[src/rtl/bgd_pkg.sv]
// Shared types and constants for the button gesture debouncer.
// No dependencies; used by the top level and its port checker.
package bgd_pkg;

    // Gesture event codes carried in the result tdata
    typedef logic [2:0] t_event;

    localparam t_event EV_NONE         = 3'd0;
    localparam t_event EV_LONG_START   = 3'd1;
    localparam t_event EV_LONG_RELEASE = 3'd2;
    localparam t_event EV_SINGLE       = 3'd3;
    localparam t_event EV_DOUBLE       = 3'd4;

    // Register map: word index taken from paddr[3:2]
    typedef logic [1:0] t_reg_idx;

    localparam t_reg_idx REG_DEBOUNCE     = 2'd0;
    localparam t_reg_idx REG_LONG_PRESS   = 2'd1;
    localparam t_reg_idx REG_DOUBLE_CLICK = 2'd2;

    localparam int unsigned ADDR_W = 4;
    localparam int unsigned CFG_W  = 16;
    localparam int unsigned TIME_W = 32;

    localparam logic [CFG_W-1:0] DEBOUNCE_RST     = 16'd30;
    localparam logic [CFG_W-1:0] LONG_PRESS_RST   = 16'd800;
    localparam logic [CFG_W-1:0] DOUBLE_CLICK_RST = 16'd300;

    // Stream widths: fields packed from bit 0, padded to whole bytes
    localparam int unsigned IN_TDATA_W  = 40;
    localparam int unsigned OUT_TDATA_W = 8;

endpackage

[src/rtl/button_gesture_debouncer_top.sv]
// Button gesture debouncer: debounce filter plus single/double/long press detector.
// Depends on bgd_pkg (codes, widths, reset values).
//
//  channel   dir  handshake                 payload
//  --------  ---  ------------------------  -----------------------------------------
//  s_axis    in   tvalid/tready             tdata[0] button_pressed, [32:1] now_ms
//  m_axis    out  tvalid/tready             tdata[2:0] gesture_event
//  apb       in   psel/penable/pwrite       regs 0x0 debounce, 0x4 long press, 0x8 gap
//
// One poll request is taken every cycle while m_axis is not stalling; its gesture
// event is held in the output register from the next cycle. The whole update (two
// 32-bit wrapping subtractions, their compares and the five-state machine) fits
// between the input and the result register. s_axis_tready drops only while a
// result is held and m_axis stalls. Reset is synchronous, active low, and leaves a
// released button at time 0 with the default thresholds.
module button_gesture_debouncer_top (
    input  logic                                 i_clk,
    input  logic                                 i_rst_n,
    // poll request
    input  logic                                 s_axis_tvalid,
    output logic                                 s_axis_tready,
    input  logic [bgd_pkg::IN_TDATA_W-1:0]       s_axis_tdata,   // [0] button_pressed, [32:1] now_ms
    // gesture result
    output logic                                 m_axis_tvalid,
    input  logic                                 m_axis_tready,
    output logic [bgd_pkg::OUT_TDATA_W-1:0]      m_axis_tdata,   // [2:0] gesture_event
    // configuration
    input  logic                                 psel,
    input  logic                                 penable,
    input  logic                                 pwrite,
    input  logic [bgd_pkg::ADDR_W-1:0]           paddr,
    input  logic [31:0]                          pwdata,
    output logic [31:0]                          prdata,
    output logic                                 pready
);

    typedef enum logic [2:0] {
        GS_IDLE   = 3'd0,
        GS_PRESS1 = 3'd1,
        GS_LONG   = 3'd2,
        GS_GAP    = 3'd3,
        GS_PRESS2 = 3'd4
    } t_gstate;

    localparam int unsigned TW = bgd_pkg::TIME_W;
    localparam int unsigned CW = bgd_pkg::CFG_W;

    // configuration registers
    logic [CW-1:0] r_debounce, r_long_press, r_double_click;

    // debounce and gesture state
    logic          r_last_raw, n_last_raw;
    logic          r_stable, n_stable;
    logic [TW-1:0] r_change_time, n_change_time;
    t_gstate       r_state, n_state;
    logic [TW-1:0] r_entry_time, n_entry_time;

    // result register
    logic              r_out_valid;
    bgd_pkg::t_event   r_out_event, n_event;

    logic          in_fire;
    logic          raw;
    logic [TW-1:0] now;
    logic [TW-1:0] deb_elapsed, state_elapsed;
    logic          edge_fire, press_edge, release_edge;
    logic          long_due, gap_due;
    logic          cfg_wr;
    bgd_pkg::t_reg_idx cfg_idx;

    // ---------------- configuration port ----------------
    assign pready  = 1'b1;
    assign cfg_wr  = psel && penable && pwrite && pready;
    assign cfg_idx = paddr[3:2];

    always_comb begin
        case (cfg_idx)
            bgd_pkg::REG_DEBOUNCE:     prdata = {16'd0, r_debounce};
            bgd_pkg::REG_LONG_PRESS:   prdata = {16'd0, r_long_press};
            bgd_pkg::REG_DOUBLE_CLICK: prdata = {16'd0, r_double_click};
            default:                   prdata = 32'd0;
        endcase
    end

    always_ff @(posedge i_clk) begin
        if (!i_rst_n) begin
            r_debounce     <= bgd_pkg::DEBOUNCE_RST;
            r_long_press   <= bgd_pkg::LONG_PRESS_RST;
            r_double_click <= bgd_pkg::DOUBLE_CLICK_RST;
        end else if (cfg_wr) begin
            case (cfg_idx)
                bgd_pkg::REG_DEBOUNCE:     r_debounce     <= pwdata[CW-1:0];
                bgd_pkg::REG_LONG_PRESS:   r_long_press   <= pwdata[CW-1:0];
                bgd_pkg::REG_DOUBLE_CLICK: r_double_click <= pwdata[CW-1:0];
                default: ;  // drop writes past the register list
            endcase
        end
    end

    // ---------------- stream handshake ----------------
    // Take a new poll whenever the result register is empty or being drained.
    assign s_axis_tready = !r_out_valid || m_axis_tready;
    assign in_fire       = s_axis_tvalid && s_axis_tready;

    assign raw = s_axis_tdata[0];
    assign now = s_axis_tdata[TW:1];

    // ---------------- debounce filter ----------------
    // Restart the debounce timer on every raw change, then flip the stable
    // level once the raw level disagrees with it for long enough.
    always_comb begin
        n_last_raw    = raw;
        n_change_time = (raw != r_last_raw) ? now : r_change_time;
        deb_elapsed   = now - n_change_time;
        edge_fire     = (raw != r_stable) && (deb_elapsed >= {16'd0, r_debounce});
        n_stable      = edge_fire ? raw : r_stable;
    end

    assign press_edge   = edge_fire && raw;
    assign release_edge = edge_fire && !raw;

    // Elapsed time in the current gesture state, wrapping subtraction.
    assign state_elapsed = now - r_entry_time;
    assign long_due      = state_elapsed >= {16'd0, r_long_press};
    assign gap_due       = state_elapsed >= {16'd0, r_double_click};

    // ---------------- gesture machine ----------------
    always_comb begin
        n_state      = r_state;
        n_entry_time = r_entry_time;
        n_event      = bgd_pkg::EV_NONE;
        case (r_state)
            GS_PRESS1: begin
                if (release_edge) begin
                    n_state      = GS_GAP;
                    n_entry_time = now;
                end else if (long_due) begin
                    n_state = GS_LONG;
                    n_event = bgd_pkg::EV_LONG_START;
                end
            end
            GS_LONG: begin
                if (release_edge) begin
                    n_state = GS_IDLE;
                    n_event = bgd_pkg::EV_LONG_RELEASE;
                end
            end
            GS_GAP: begin
                if (press_edge) begin
                    n_state      = GS_PRESS2;
                    n_entry_time = now;
                end else if (gap_due) begin
                    n_state = GS_IDLE;
                    n_event = bgd_pkg::EV_SINGLE;
                end
            end
            GS_PRESS2: begin
                if (release_edge) begin
                    n_state = GS_IDLE;
                    n_event = bgd_pkg::EV_DOUBLE;
                end
            end
            default: begin
                // idle, and any code that should never appear
                if (press_edge) begin
                    n_state      = GS_PRESS1;
                    n_entry_time = now;
                end
            end
        endcase
    end

    // ---------------- state and result registers ----------------
    always_ff @(posedge i_clk) begin
        if (!i_rst_n) begin
            r_last_raw    <= 1'b0;
            r_stable      <= 1'b0;
            r_change_time <= '0;
            r_state       <= GS_IDLE;
            r_entry_time  <= '0;
            r_out_valid   <= 1'b0;
        end else begin
            if (in_fire) begin
                // advance all state on an accepted poll
                r_last_raw    <= n_last_raw;
                r_stable      <= n_stable;
                r_change_time <= n_change_time;
                r_state       <= n_state;
                r_entry_time  <= n_entry_time;
                r_out_valid   <= 1'b1;
            end else if (m_axis_tready) begin
                r_out_valid <= 1'b0;
            end
        end
    end

    // payload holds until the next accepted poll
    always_ff @(posedge i_clk) begin
        if (in_fire) begin
            r_out_event <= n_event;
        end
    end

    assign m_axis_tvalid = r_out_valid;
    assign m_axis_tdata  = {5'd0, r_out_event};

endmodule

[config.mk]
export PLATFORM = sky130hd
export DESIGN_NAME = button_gesture_debouncer_top
export DESIGN_NICKNAME = d
export VERILOG_FILES = /design/src/rtl/bgd_pkg.sv /design/src/rtl/button_gesture_debouncer_top.sv
export SDC_FILE = /design/constraint.sdc
export NUM_CORES = 1
export LEC_CHECK = 0
export BUFFER_PORTS_ARGS = -buffer_cell sky130_fd_sc_hd__buf_2
export CAP_MARGIN = 20
export CORE_ASPECT_RATIO = 0.9
export CORE_MARGIN = 5
export CORE_UTILIZATION = 35
export DETAILED_ROUTE_END_ITERATION = 7
export REMOVE_ABC_BUFFERS = 1
export SYNTH_ARGS = -nofsm -noshare
export SYNTH_HDL_FRONTEND = slang
export SYNTH_SLANG_ARGS = --single-unit
[constraint.sdc]
create_clock -name i_clk -period 15.8 [get_ports i_clk]
set_input_delay 2.37 -clock i_clk [delete_from_list [all_inputs] [get_ports i_clk]]
set_output_delay 2.37 -clock i_clk [all_outputs]
set_load 0.02 [all_outputs]
-- Yosys cells after proc, flatten, opt, wreduce, memory -nomap -nowiden
Cells that the tools add are included.
- add/subtract/negate cells: 2
- multipliers: 0
- div/mod/pow operators: 0
- order comparisons: 3
- eq/ne operators: 12
- shift operators: 0
- multiplexer cells: 21
- bitwise logic cells: 1
- reduce and logical (&&, ||, !) cells: 20
- operators with widths (cell ; count):
    32-bit by 16-bit >= comparator with 1-bit output ; 3
    32-bit 2-to-1 mux ; 3
    32-bit case mux with 2 select lines ; 1
    32-bit subtractor ; 2
    16-bit case mux with 3 select lines ; 1
    3-bit 2-to-1 mux ; 7
    3-bit case mux with 4 select lines ; 1
    3-bit case mux with 3 select lines ; 1
    2-bit AND reduction ; 4
    3-bit by 2-bit equality test with 1-bit output, second input constant ; 2
    1-bit logical AND ; 6
    2-bit 2-to-1 mux ; 3
    3-bit != test, second input constant ; 2
    5-bit AND reduction ; 1
    1-bit 2-to-1 mux ; 4
    4-bit AND reduction ; 1
    2-bit nonzero test ; 2
    4-bit nonzero test ; 1
    3-bit by 1-bit equality test with 1-bit output, second input constant ; 1
    3-bit equality test, second input constant ; 1
    2-bit by 1-bit equality test with 1-bit output, second input constant ; 1
    2-bit equality test, second input constant ; 1
    1-bit logical NOT ; 2
    2-bit logical NOT ; 1
    other kinds (6) ; 7
- register bits: 121
- bits in latches: 0
- bits in writable memories: 0
- ROM bits: 0
- bits of input ports: 83
- output and inout port bits: 43
- logic and storage cells: 69
- memories: 0

-- Longest topological paths before layout
Gate-level depths: netlist of run 1.
- depth after elaboration: 8
- depth in mapped cells: 30
- gate-level depth less buffers: 25

-- Worst setup path before layout of run 1
OpenSTA, ideal clock, no wires.
- path kind: input-to-reg
- start point: input s_axis_tdata[0] (netlist bit)
- end point: register r_entry_time[10]
- library setup time: 0.116 ns
- arrival time: 7.301 ns
- data required time: 15.684 ns
- slack: 8.383 ns
- cell stages on the path: 30
- buffers on the path: 5
- cells stage by stage: buf_6 > xnor2_4 > clkbuf_1 > clkbuf_1 > nand2_1 > o21ai_0 > ha_1 > inv_1 > a221o_1 > a221oi_4 > a2111o_1 > and2_4 > nand2_1 > a21oi_1 > o21ai_0 > nand2_1 > nand2_1 > xor2_1 > ha_1 > o21ai_0 > o311ai_0 > nor4_1 > o211ai_1 > nor4_2 > nand4_4 > nor3b_1 > buf_6 > buf_6 > mux2i_1 > nor2b_1
- longest elaborated chain between the ends: 8
- elaborated cells between the ends (all ways): 12
- those cells by class: 1 x add/sub; 1 x order compare; 3 x eq/ne; 1 x mux; 6 x reduce/logical
- RTL lines (element ; line ; text):
    start, declared ; button_gesture_debouncer_top.sv:22 ; input logic [bgd_pkg::IN_TDATA_W-1:0] s_axis_tdata,
    1-bit != test (*) ; button_gesture_debouncer_top.sv:113 ; n_change_time = (raw != r_last_raw) ? now : r_change_time;
    32-bit 2-to-1 mux (*) ; button_gesture_debouncer_top.sv:113 ;
    via n_change_time[0] ; button_gesture_debouncer_top.sv:54 ; logic [TW-1:0] r_change_time, n_change_time;
    32-bit subtractor (*) ; button_gesture_debouncer_top.sv:114 ; deb_elapsed = now - n_change_time;
    32-bit by 16-bit >= comparator with 1-bit output (*) ; button_gesture_debouncer_top.sv:115 ; edge_fire = (raw != r_stable) && (deb_elapsed >= {16'd0, r_debounce});
    1-bit logical AND (*) ; button_gesture_debouncer_top.sv:115 ;
    1-bit logical AND (on tied branches) ; button_gesture_debouncer_top.sv:120, button_gesture_debouncer_top.sv:119 ;
    2-bit != test (no line) or 2-bit nonzero test (tied branches) ; n/a ;
    4-bit AND reduction (no line) (*) ; n/a ;
    end signal, assigned ; button_gesture_debouncer_top.sv:189 ; r_entry_time <= n_entry_time;
    end, declared ; button_gesture_debouncer_top.sv:56 ; logic [TW-1:0] r_entry_time, n_entry_time;
Mark *: on every way through the listed nets, which the timed path passes. The rest lies on a longest branch.
A chain may end at the register's enable or synchronous reset.

-- Worst setup path in the final report of run 1
- start point: input s_axis_tdata[0] (netlist bit)
- end point: register r_entry_time[22]
Same word-level chain as after synthesis.

==> out/results.ini, run 1 <==
[clocking]
clk_path_buf_depth = 2
cts.repair.resized = 0
root_buffer = clkbuf_16
cts_buffers = 17
hold_buffers = 0
post-cts-setup-buffers = 0
tritoncts = yes
insertion_delay_ps = 430
cts-htree-levels = 4
cts.sinks = 121
clk_pin_slew_worst_paths_ps = 60

[outcome]
run_status = complete, no violations

[finish]
layout.nets = 1669
final_cell_mix = nand2_1 (253), dfxtp_1 (118), ha_1 (100)
drive_above_1_share_pct = 9.346
final_area_um2 = 12120
num_antenna_cells = 0
final_common_cell = nand2_1
area_growth_syn_to_layout_pct = 11.32
final_cells = 1907

[sta]
skew_ps = 12.51
grt_setup_unrepaired = no
timing.fmax_mhz = 125.7
drv_slew = 0
hold_viol = 0
finalSetupViolCount = 0
slew_headroom_pct = 38.95
final.min_clock_period_ps = 7954
fin_tns_setup_ps = 0
worstMarginPinSlew_ps = 912.7
post-route-period-util_pct = 50.34

[pwr]
p_per_area_nw_per_um2 = 91.62
p_leak_uw = 0.004801
irDropWorstVdd_mv = 0.06592

[drt]
drtPass1Iterations = 5
wl_per_cell_um = 16.53
via_per_inst = 5.344
drcViolationCount = 0
vias = 10190
drtIter0Drc = 559
postRouteAntennaNets = 0
wirelength_mm = 31.52

[grt]
grt_max_degree = 119
antenna_found_initial = 1
grt_pass1_wl_mm = 50.79
grt_usage_pct = 17.84
gr-total-overflow = 0
first_global_vias = 9493

[logic_synthesis]
synth_edf_count = 3
yosys_register_bits = 121
netlist_area_um2 = 10890
ys_types = 81
yosysWarnings = 0
synthFlopType = dfxtp_1
avgSynthCellArea_um2 = 7.508
ys_seq_area_share_pct = 22.53
netlist_instances = 1450
async_flop_share_pct = 0

[worst_hold_path]
hold_class = flip-flop to flip-flop

[critical_path]
worst_ep_required_time_ps = 16110
crit_type = input port to flip-flop
crit_fanout = 28
crit_arrival_ps = 8270
endpoint_kind = flip-flop
cp-start-kind = input port

[floorplanning]
chipHeight_um = 177.3
ios = 126
dieArea_um2 = 34740
start_util_pct = 35.31
fp.dieW_um = 195.9
rows = 61
core_um2 = 30830

[placed_design]
placed_cells = 1874
dpl.hpwl_mm = 23.86
gp_congestion = 0.8764
dpl_cell_area_um2 = 11500
portBuffers = 78

[job]
cap_violations = 0

## stage by stage
| stage | utilization (%) | hold WS, ps | power, µW | setup WS (ps) |
|---|---|---|---|---|
| after floorplan | - | 442.8 | 606.8 | 4999 |
| after global placement | 37.30 | 454.1 | 705.8 | 7469 |
| after detailed placement | 37.30 | 461.2 | 710.0 | 7443 |
| after CTS | 39.21 | 469.6 | 1115 | 7843 |
| after global routing | 39.30 | 487.1 | 1177 | 7417 |
| final | 39.30 | 462.9 | 1110 | 7846 |
## worst max-delay path, stage by stage
cell,delay [ps]
buf_2,250
xnor2_4,140
buf_4,330
o21ai_0,150
ha_1,230
inv_1,90
ha_1,140
a21oi_1,60
o22ai_2,230
o22ai_2,170
a31oi_1,710
a31o_1,310
xor2_1,270
ha_1,290
nor2b_1,130
o21ai_0,200
o311ai_0,170
nor4_1,310
o211ai_1,150
nor4_2,340
nand4_4,260
nor3b_2,300
buf_4,310
mux2i_1,210
nor2b_1,70
## flip-flops by register name, indices dropped and copies added, names as in the netlist
| register | count |
|---|---|
| r_state | 3 |
| r_entry_time | 32 |
| r_long_press | 16 |
| r_change_time | 32 |
| r_double_click | 16 |
| r_out_event | 3 |
| m_axis_tvalid | 1 |
| r_last_raw | 1 |
| r_stable | 1 |
| r_debounce | 16 |
## layout make-up
cell class                 count  area, µm²
inverter                      95      356.6
clock buffer                  17      425.4
multi-input combinational   1163       7729
sequential                   121       2452
timing repair buffer          87      478.0
clock inverter                15      166.4
fill                        3196      18720
tap                          409      511.7
## routing by layer
metal / GRT usage, % / part of all wire [%] / up-vias
li1: - / - / 5116
met1: 24.68 / 49 / 4795
met2: 29.01 / 45 / 232
met3: 2.904 / 4.6 / 46
met5: 0 / 0.041 / -
met4: 4.683 / 2.1 / 2
## power breakdown
part           leakage [µW]  internal [µW]  switching [µW]
combinational       0.00352            149             234
clock              0.000287            235             166
sequential         0.000990            318            7.77
## cells in the mapped netlist (10+ instances only)
cell type,instances,area [µm²]
nand2_1,253,949.7
dfxtp_1,118,2362
ha_1,100,1251
inv_1,95,356.6
a21oi_1,91,455.4
a21boi_0,79,593.1
mux2i_1,76,760.7
o21ai_0,73,365.4
nor2_1,70,262.8
clkbuf_1,59,221.5
nor2b_1,56,350.3
nand2b_1,33,206.5
a21o_1,30,225.2
buf_4,23,172.7
xnor2_1,23,201.4
xor2_1,23,201.4
o211ai_1,22,165.2
nor3_1,19,95.09
nand4_1,17,106.4
nand3_1,15,75.07
o21a_1,15,112.6
a31oi_1,12,75.07
and3_1,12,75.07
a211oi_1,10,75.07
## path summary, 6_finish.rpt
kind	from	to	slack, ps	cells past startpoint
max	s_axis_tdata[0]	r_entry_time[22]	7850	25
min	r_change_time[13]	r_change_time[13]	460	2
max reg2reg	r_last_raw	r_entry_time[22]	9520	24
min reg2reg	r_change_time[13]	r_change_time[13]	460	2
## cells by family after synthesis
kind of cell / synth area share, %
simple gates: 22.07
compound gates: 24.96
buf+inv: 7.562
flops: 22.53
fa+ha+maj: 11.77
mux: 7.091
xor+xnor: 3.954
other cells: 0.06898
Note: power is estimated with default switching activity, not from simulation.
==> run 2: changes to the inputs <==
==> constraint.sdc (replaced) <==
create_clock -name i_clk -period 7.3 [get_ports i_clk]
set_input_delay 1.095 -clock i_clk [delete_from_list [all_inputs] [get_ports i_clk]]
set_output_delay 1.095 -clock i_clk [all_outputs]
set_load 0.02 [all_outputs]
==> run 2 against run 1 <==
  * Wire length shrank 0.25%
  * Sequential share of layout area shrank 0.15 points
  * Worst hold slack lost 2.6 ps
==> out/results.ini, run 2 (synthesized netlist as in run 1, its figures left out) <==
[sta]
fin_tns_setup_ps = 0  ; unchanged
timing.fmax_mhz = 162.2
finalSetupViolCount = 0  ; unchanged
post-route-period-util_pct = 84.44
skew_ps = 12.90  ; +0.3926 ps
hold_viol = 0  ; unchanged
grt_setup_unrepaired = no
drv_slew = 0  ; unchanged
worstMarginPinSlew_ps = 815.2  ; -97.49 ps
final.min_clock_period_ps = 6164
slew_headroom_pct = 44.25  ; +5.3 points

[drt]
drtPass1Iterations = 5  ; unchanged
wl_per_cell_um = 16.46  ; -0.41%
postRouteAntennaNets = 0  ; unchanged
wirelength_mm = 31.45  ; -0.25%
vias = 10080  ; -1.1%
drcViolationCount = 0  ; unchanged
via_per_inst = 5.276  ; -1.3%
drtIter0Drc = 663  ; +19%

[grt]
first_global_vias = 9206  ; -3.0%
grt_max_degree = 119  ; unchanged
antenna_found_initial = 1  ; unchanged
grt_pass1_wl_mm = 49.93  ; -1.7%
grt_usage_pct = 17.69  ; -0.15 points
gr-total-overflow = 0  ; unchanged

[clocking]
cts-htree-levels = 4  ; unchanged
cts_buffers = 17  ; unchanged
hold_buffers = 0  ; unchanged
post-cts-setup-buffers = 0  ; unchanged
cts.sinks = 121  ; unchanged
root_buffer = clkbuf_16
clk_path_buf_depth = 2  ; unchanged
clk_pin_slew_worst_paths_ps = 60  ; about the same
cts.repair.resized = 0  ; unchanged
tritoncts = yes
insertion_delay_ps = 430  ; about the same

[pwr]
p_leak_uw = 0.004849  ; +1.0%
irDropWorstVdd_mv = 0.1582  ; +140%
p_per_area_nw_per_um2 = 206.1  ; +130%
power.total_uw = 2517  ; +130%

[floorplanning]
start_util_pct = 35.31  ; unchanged
core_um2 = 30830  ; unchanged
dieArea_um2 = 34740  ; unchanged
fp.dieW_um = 195.9  ; unchanged
chipHeight_um = 177.3  ; unchanged
rows = 61  ; unchanged
ios = 126  ; unchanged

[critical_path]
endpoint_kind = flip-flop
path_cells = buf_2 -> xnor2_4 -> buf_4 -> o21ai_0 -> ha_1 -> a21oi_1 -> o22ai_2 -> o22ai_2 -> a31oi_1 -> a31o_1 -> xor2_1 -> ha_1 -> nor2b_1 -> o21ai_0 -> o311ai_0 -> nor4_1 -> o211ai_1 -> nor4_2 -> nand4_4 -> nor3b_2 -> buf_4 -> mux2i_1 -> nor2b_1
max_stage_delay_ps = 350  ; -360 ps
worst_ep_required_time_ps = 7620  ; -8490 ps
cp_slowest_cell = buf_4
crit_fanout = 32  ; +14%
cp-start-kind = input port
rr_startpoint = r_last_raw
reg2reg_setup_slack_ps = 1550  ; -7970 ps
crit_arrival_ps = 6480  ; -1790 ps
reg2reg_to = r_entry_time[28]
r2r_cells = 22  ; -8.3%
crit_type = input port to flip-flop

[finish]
final_cell_mix = nand2_1 (253), dfxtp_1 (118), ha_1 (100)
area_growth_syn_to_layout_pct = 12.16
num_antenna_cells = 0  ; unchanged
layout.nets = 1672  ; +0.18%
drive_above_1_share_pct = 9.460  ; +0.11 points
final_common_cell = nand2_1
top_regs = r_change_time x32, r_entry_time x32

[job]
cap_violations = 0  ; unchanged

[placed_design]
gp_congestion = 0.8842  ; +0.89%
portBuffers = 78  ; unchanged
dpl.hpwl_mm = 24.20  ; +1.4%

[worst_hold_path]
hold_end = r_change_time[20]
min_from = r_change_time[20]
hold_class = flip-flop to flip-flop
hold_depth = 2  ; unchanged

[outcome]
run_status = complete, no violations

==> run 2: cell count changes in the layout (fill, tap and decap cells not counted) <==
cell	previous run	this run
clkinv_2	2	0
nor3_2	0	1
clkbuf_8	0	2
buf_4	8	11
inv_8	1	0
bufinv_16	2	5
nor3_4	1	0
clkbuf_1	0	1
clkinvlp_4	2	1
clkinv_4	4	2
==> run 2: metrics by stage <==
stage / hold WS [ps] / instance area [µm²] / instances / utilization [%] / worst slack (ps)
after detailed placement: 459.9 / 11520 / 1877 / 37.35 / 646.2
after global routing: 476.6 / 12210 / 1910 / 39.60 / 693.0
after floorplan: 442.8 / 10500 / 1379 / - / -2226
final: 460.3 / 12210 / 1910 / 39.60 / 1136
after CTS: 468.9 / 12180 / 1909 / 39.51 / 1079
after global placement: 454.4 / 11520 / 1877 / 37.35 / 724.9
==> run 2: worst max path at each step <==
stage,start,end,slack [ps]
3_3_place_gp,s_axis_tdata[0],r_entry_time[0],720
3_5_place_dp,s_axis_tdata[0],r_entry_time[17],650
4_1_cts,s_axis_tdata[0],r_entry_time[17],1080
5_1_grt,s_axis_tdata[0],r_entry_time[31],690
6_report,s_axis_tdata[0],r_entry_time[28],1140
2_1_floorplan,s_axis_tdata[0],r_entry_time[0],-2230
==> run 2: layer usage <==
layer  GRT usage [%]  up-vias  wire length, µm
met5               0        -               11
met4           4.101        2              480
met3           2.392       31             1402
met2           28.56      238            14070
met1           25.15     4695            15480
li1                -     5112                -
==> run 2: power breakdown <==
part | switching, µW | internal, µW | total, µW
Sequential | 16.9 | 689 | 706
Combinational | 506 | 324 | 830
Clock | 350 | 630 | 981
Total | 873 | 1640 | 2520
==> run 2: final cells by class <==
class                           count  area (µm²)
Fill cell                        3224       18620
Clock inverter                     12       210.2
Inverter                           95       356.6
Clock buffer                       20       456.7
Timing Repair Buffer               90       500.5
Tap cell                          409       511.7
Multi-Input combinational cell   1163        7722
Sequential cell                   121        2452
==> run 2: worst max-delay path: cells and delay by family <==
family | cells | cell delay, ps
AO/OA/AOI/OAI | 9 | 1940
AND/OR/NAND/NOR | 6 | 1340
buffers and inverters | 3 | 840
adder cells (fa/ha/maj) | 2 | 500
XOR/XNOR | 2 | 480
multiplexers | 1 | 220
==> run 3: changes to the inputs <==
==> constraint.sdc (replaced) <==
create_clock -name i_clk -period 5.5 [get_ports i_clk]
set_input_delay 0.825 -clock i_clk [delete_from_list [all_inputs] [get_ports i_clk]]
set_output_delay 0.825 -clock i_clk [all_outputs]
set_load 0.02 [all_outputs]
==> run 3 against run 2 <==
  * Combinational power is 39% higher
  * Core utilization is 0.61 points higher
  * Wire length is 1.6% higher
  * Global-route usage is 0.29 points higher
  * Power is 28% higher
  * First-iteration DRC count is 3.3% lower
  * Sequential power is 33% higher
  * Die area stayed put
  * Via count is 1.7% higher
  * Worst setup slack worse by 770 ps
  * Cell count is 1.6% higher
  * Critical path type unchanged
  * Largest power group is now combinational cells
==> out/results.ini, run 3 (synthesized netlist as in run 1, its figures left out) <==
[outcome]
run_status = complete, no violations

[placed_design]
dpl_cell_area_um2 = 11770  ; +2.2%
dpl.hpwl_mm = 24.81  ; +2.5%
gp_congestion = 0.9070  ; +2.6%
placed_cells = 1907  ; +1.6%
portBuffers = 78  ; unchanged

[critical_path]
worst_ep_required_time_ps = 5810  ; -1810 ps
crit_arrival_ps = 5450  ; -1030 ps
crit_type = input port to flip-flop
crit_fanout = 16  ; -50%
endpoint_kind = flip-flop
cp-start-kind = input port
cpMostUsedCell = nand2_1
cp_slowest_cell = a221o_1
max_stage_delay_ps = 350  ; about the same

[floorplanning]
fp.dieW_um = 195.9  ; unchanged
dieArea_um2 = 34740  ; unchanged
rows = 61  ; unchanged
start_util_pct = 35.31  ; unchanged
core_um2 = 30830  ; unchanged
chipHeight_um = 177.3  ; unchanged
ios = 126  ; unchanged

[sta]
skew_ps = 12.12  ; -0.7810 ps
fin_tns_setup_ps = 0  ; unchanged
drv_slew = 0  ; unchanged
post-route-period-util_pct = 93.38
hold_viol = 0  ; unchanged
final.min_clock_period_ps = 5136
worstMarginPinSlew_ps = 883.4  ; +68.20 ps
timing.fmax_mhz = 194.7
slew_headroom_pct = 41.10  ; -3.1 points
finalSetupViolCount = 0  ; unchanged

[finish]
fillCellCount = 3168  ; -1.7%
top_regs = r_change_time x32, r_entry_time x32
seqCellArea_um2 = 2454  ; about the same
final_cells = 1941  ; +1.6%
multi_input_area_um2 = 7735  ; +0.16%
final_common_cell = nand2_1
drive_above_1_share_pct = 11.55  ; +2.1 points
final_cell_mix = nand2_1 (253), dfxtp_1 (117), ha_1 (99)
final_area_um2 = 12400  ; +1.5%
final_core_util_pct = 40.21  ; +0.61 points
num_antenna_cells = 0  ; unchanged
layout.nets = 1703  ; +1.9%
area_growth_syn_to_layout_pct = 13.90

[grt]
antenna_found_initial = 0  ; -1
grt_pass1_wl_mm = 51.03  ; +2.2%
first_global_vias = 9727  ; +5.7%
grt_usage_pct = 17.97  ; +0.29 points
gr-total-overflow = 0  ; unchanged
grt_max_degree = 72  ; -39%

[clocking]
tritoncts = yes
clk_path_buf_depth = 2  ; unchanged
insertion_delay_ps = 430  ; about the same
cts-htree-levels = 4  ; unchanged
root_buffer = clkbuf_16
cts_buffers = 17  ; unchanged
cts.sinks = 121  ; unchanged
clk_pin_slew_worst_paths_ps = 60  ; about the same
hold_buffers = 0  ; unchanged

[drt]
drtIter0Drc = 641  ; -3.3%
drtPass1Iterations = 5  ; unchanged
wirelength_mm = 31.95  ; +1.6%
via_per_inst = 5.282  ; +0.10%
drcViolationCount = 0  ; unchanged
wl_per_cell_um = 16.46  ; about the same
postRouteAntennaNets = 0  ; unchanged
vias = 10250  ; +1.7%

[pwr]
irDropWorstVdd_mv = 0.2145  ; +36%
p_per_area_nw_per_um2 = 260.1  ; +26%
p_leak_uw = 0.004964  ; +2.4%

[worst_hold_path]
hold_class = flip-flop to flip-flop

[job]
cap_violations = 0  ; unchanged

==> run 3: worst paths after layout <==
check	from	endpoint	slack [ps]	cells past startpoint
max	s_axis_tdata[0]	r_entry_time[2]	360	27
min	r_change_time[15]	r_change_time[15]	460	2
max reg2reg	r_last_raw	r_entry_time[2]	490	26
min reg2reg	r_change_time[15]	r_change_time[15]	460	2
==> run 3: routing by layer <==
metal / wire length (µm) / GRT usage, % / vias up
met1: 15700 / 25.26 / 4804
met2: 14320 / 29.27 / 232
met3: 1441 / 2.449 / 27
li1: - / - / 5189
met5: 0 / 0 / -
met4: 484 / 4.421 / 0
==> run 3: metrics by stage <==
| step | power [µW] | setup WS (ps) | hold slack [ps] |
|---|---|---|---|
| 5_1_grt | 3429 | -2.044 | 486.5 |
| 3_3_place_gp | 2072 | -149.7 | 451.6 |
| 3_5_place_dp | 2091 | -280.4 | 458.3 |
| 2_1_floorplan | 1743 | -3756 | 442.8 |
| 6_report | 3225 | 364.1 | 463.4 |
| 4_1_cts | 3236 | 151.4 | 467.3 |
==> run 3: worst max-delay path: cells and delay by family <==
kind	cells	cell delay, ps
xor gates and xnor gates	2	390
buffers and inverters	3	430
AOI/OAI and AO/OA	9	1530
adders and majority gates	2	530
and+or+nand+nor	10	1550
muxes	1	160
==> run 3: cell type report <==
cell class                      instances  area share [%]
Tap cell                              409           4.127
Sequential cell                       121           19.79
Multi-Input combinational cell       1163           62.38
Inverter                               95           2.876
Timing Repair Buffer                  121           6.125
Clock buffer                           18           3.633
Clock inverter                         14           1.070
==> run 3: where the power goes <==
| part | switching [µW] | internal, µW | total, µW |
|---|---|---|---|
| sequential | 22.6 | 915 | 938 |
| combinational | 684 | 470 | 1150 |
| clock | 475 | 657 | 1130 |
==> run 3: what timing repair did <==
item,4_1_cts,5_1_grt
setup buffers,0,1
endpoints found under the hold margin,0,0
gates resized for setup,0,7
endpoints found under the setup margin,0,37
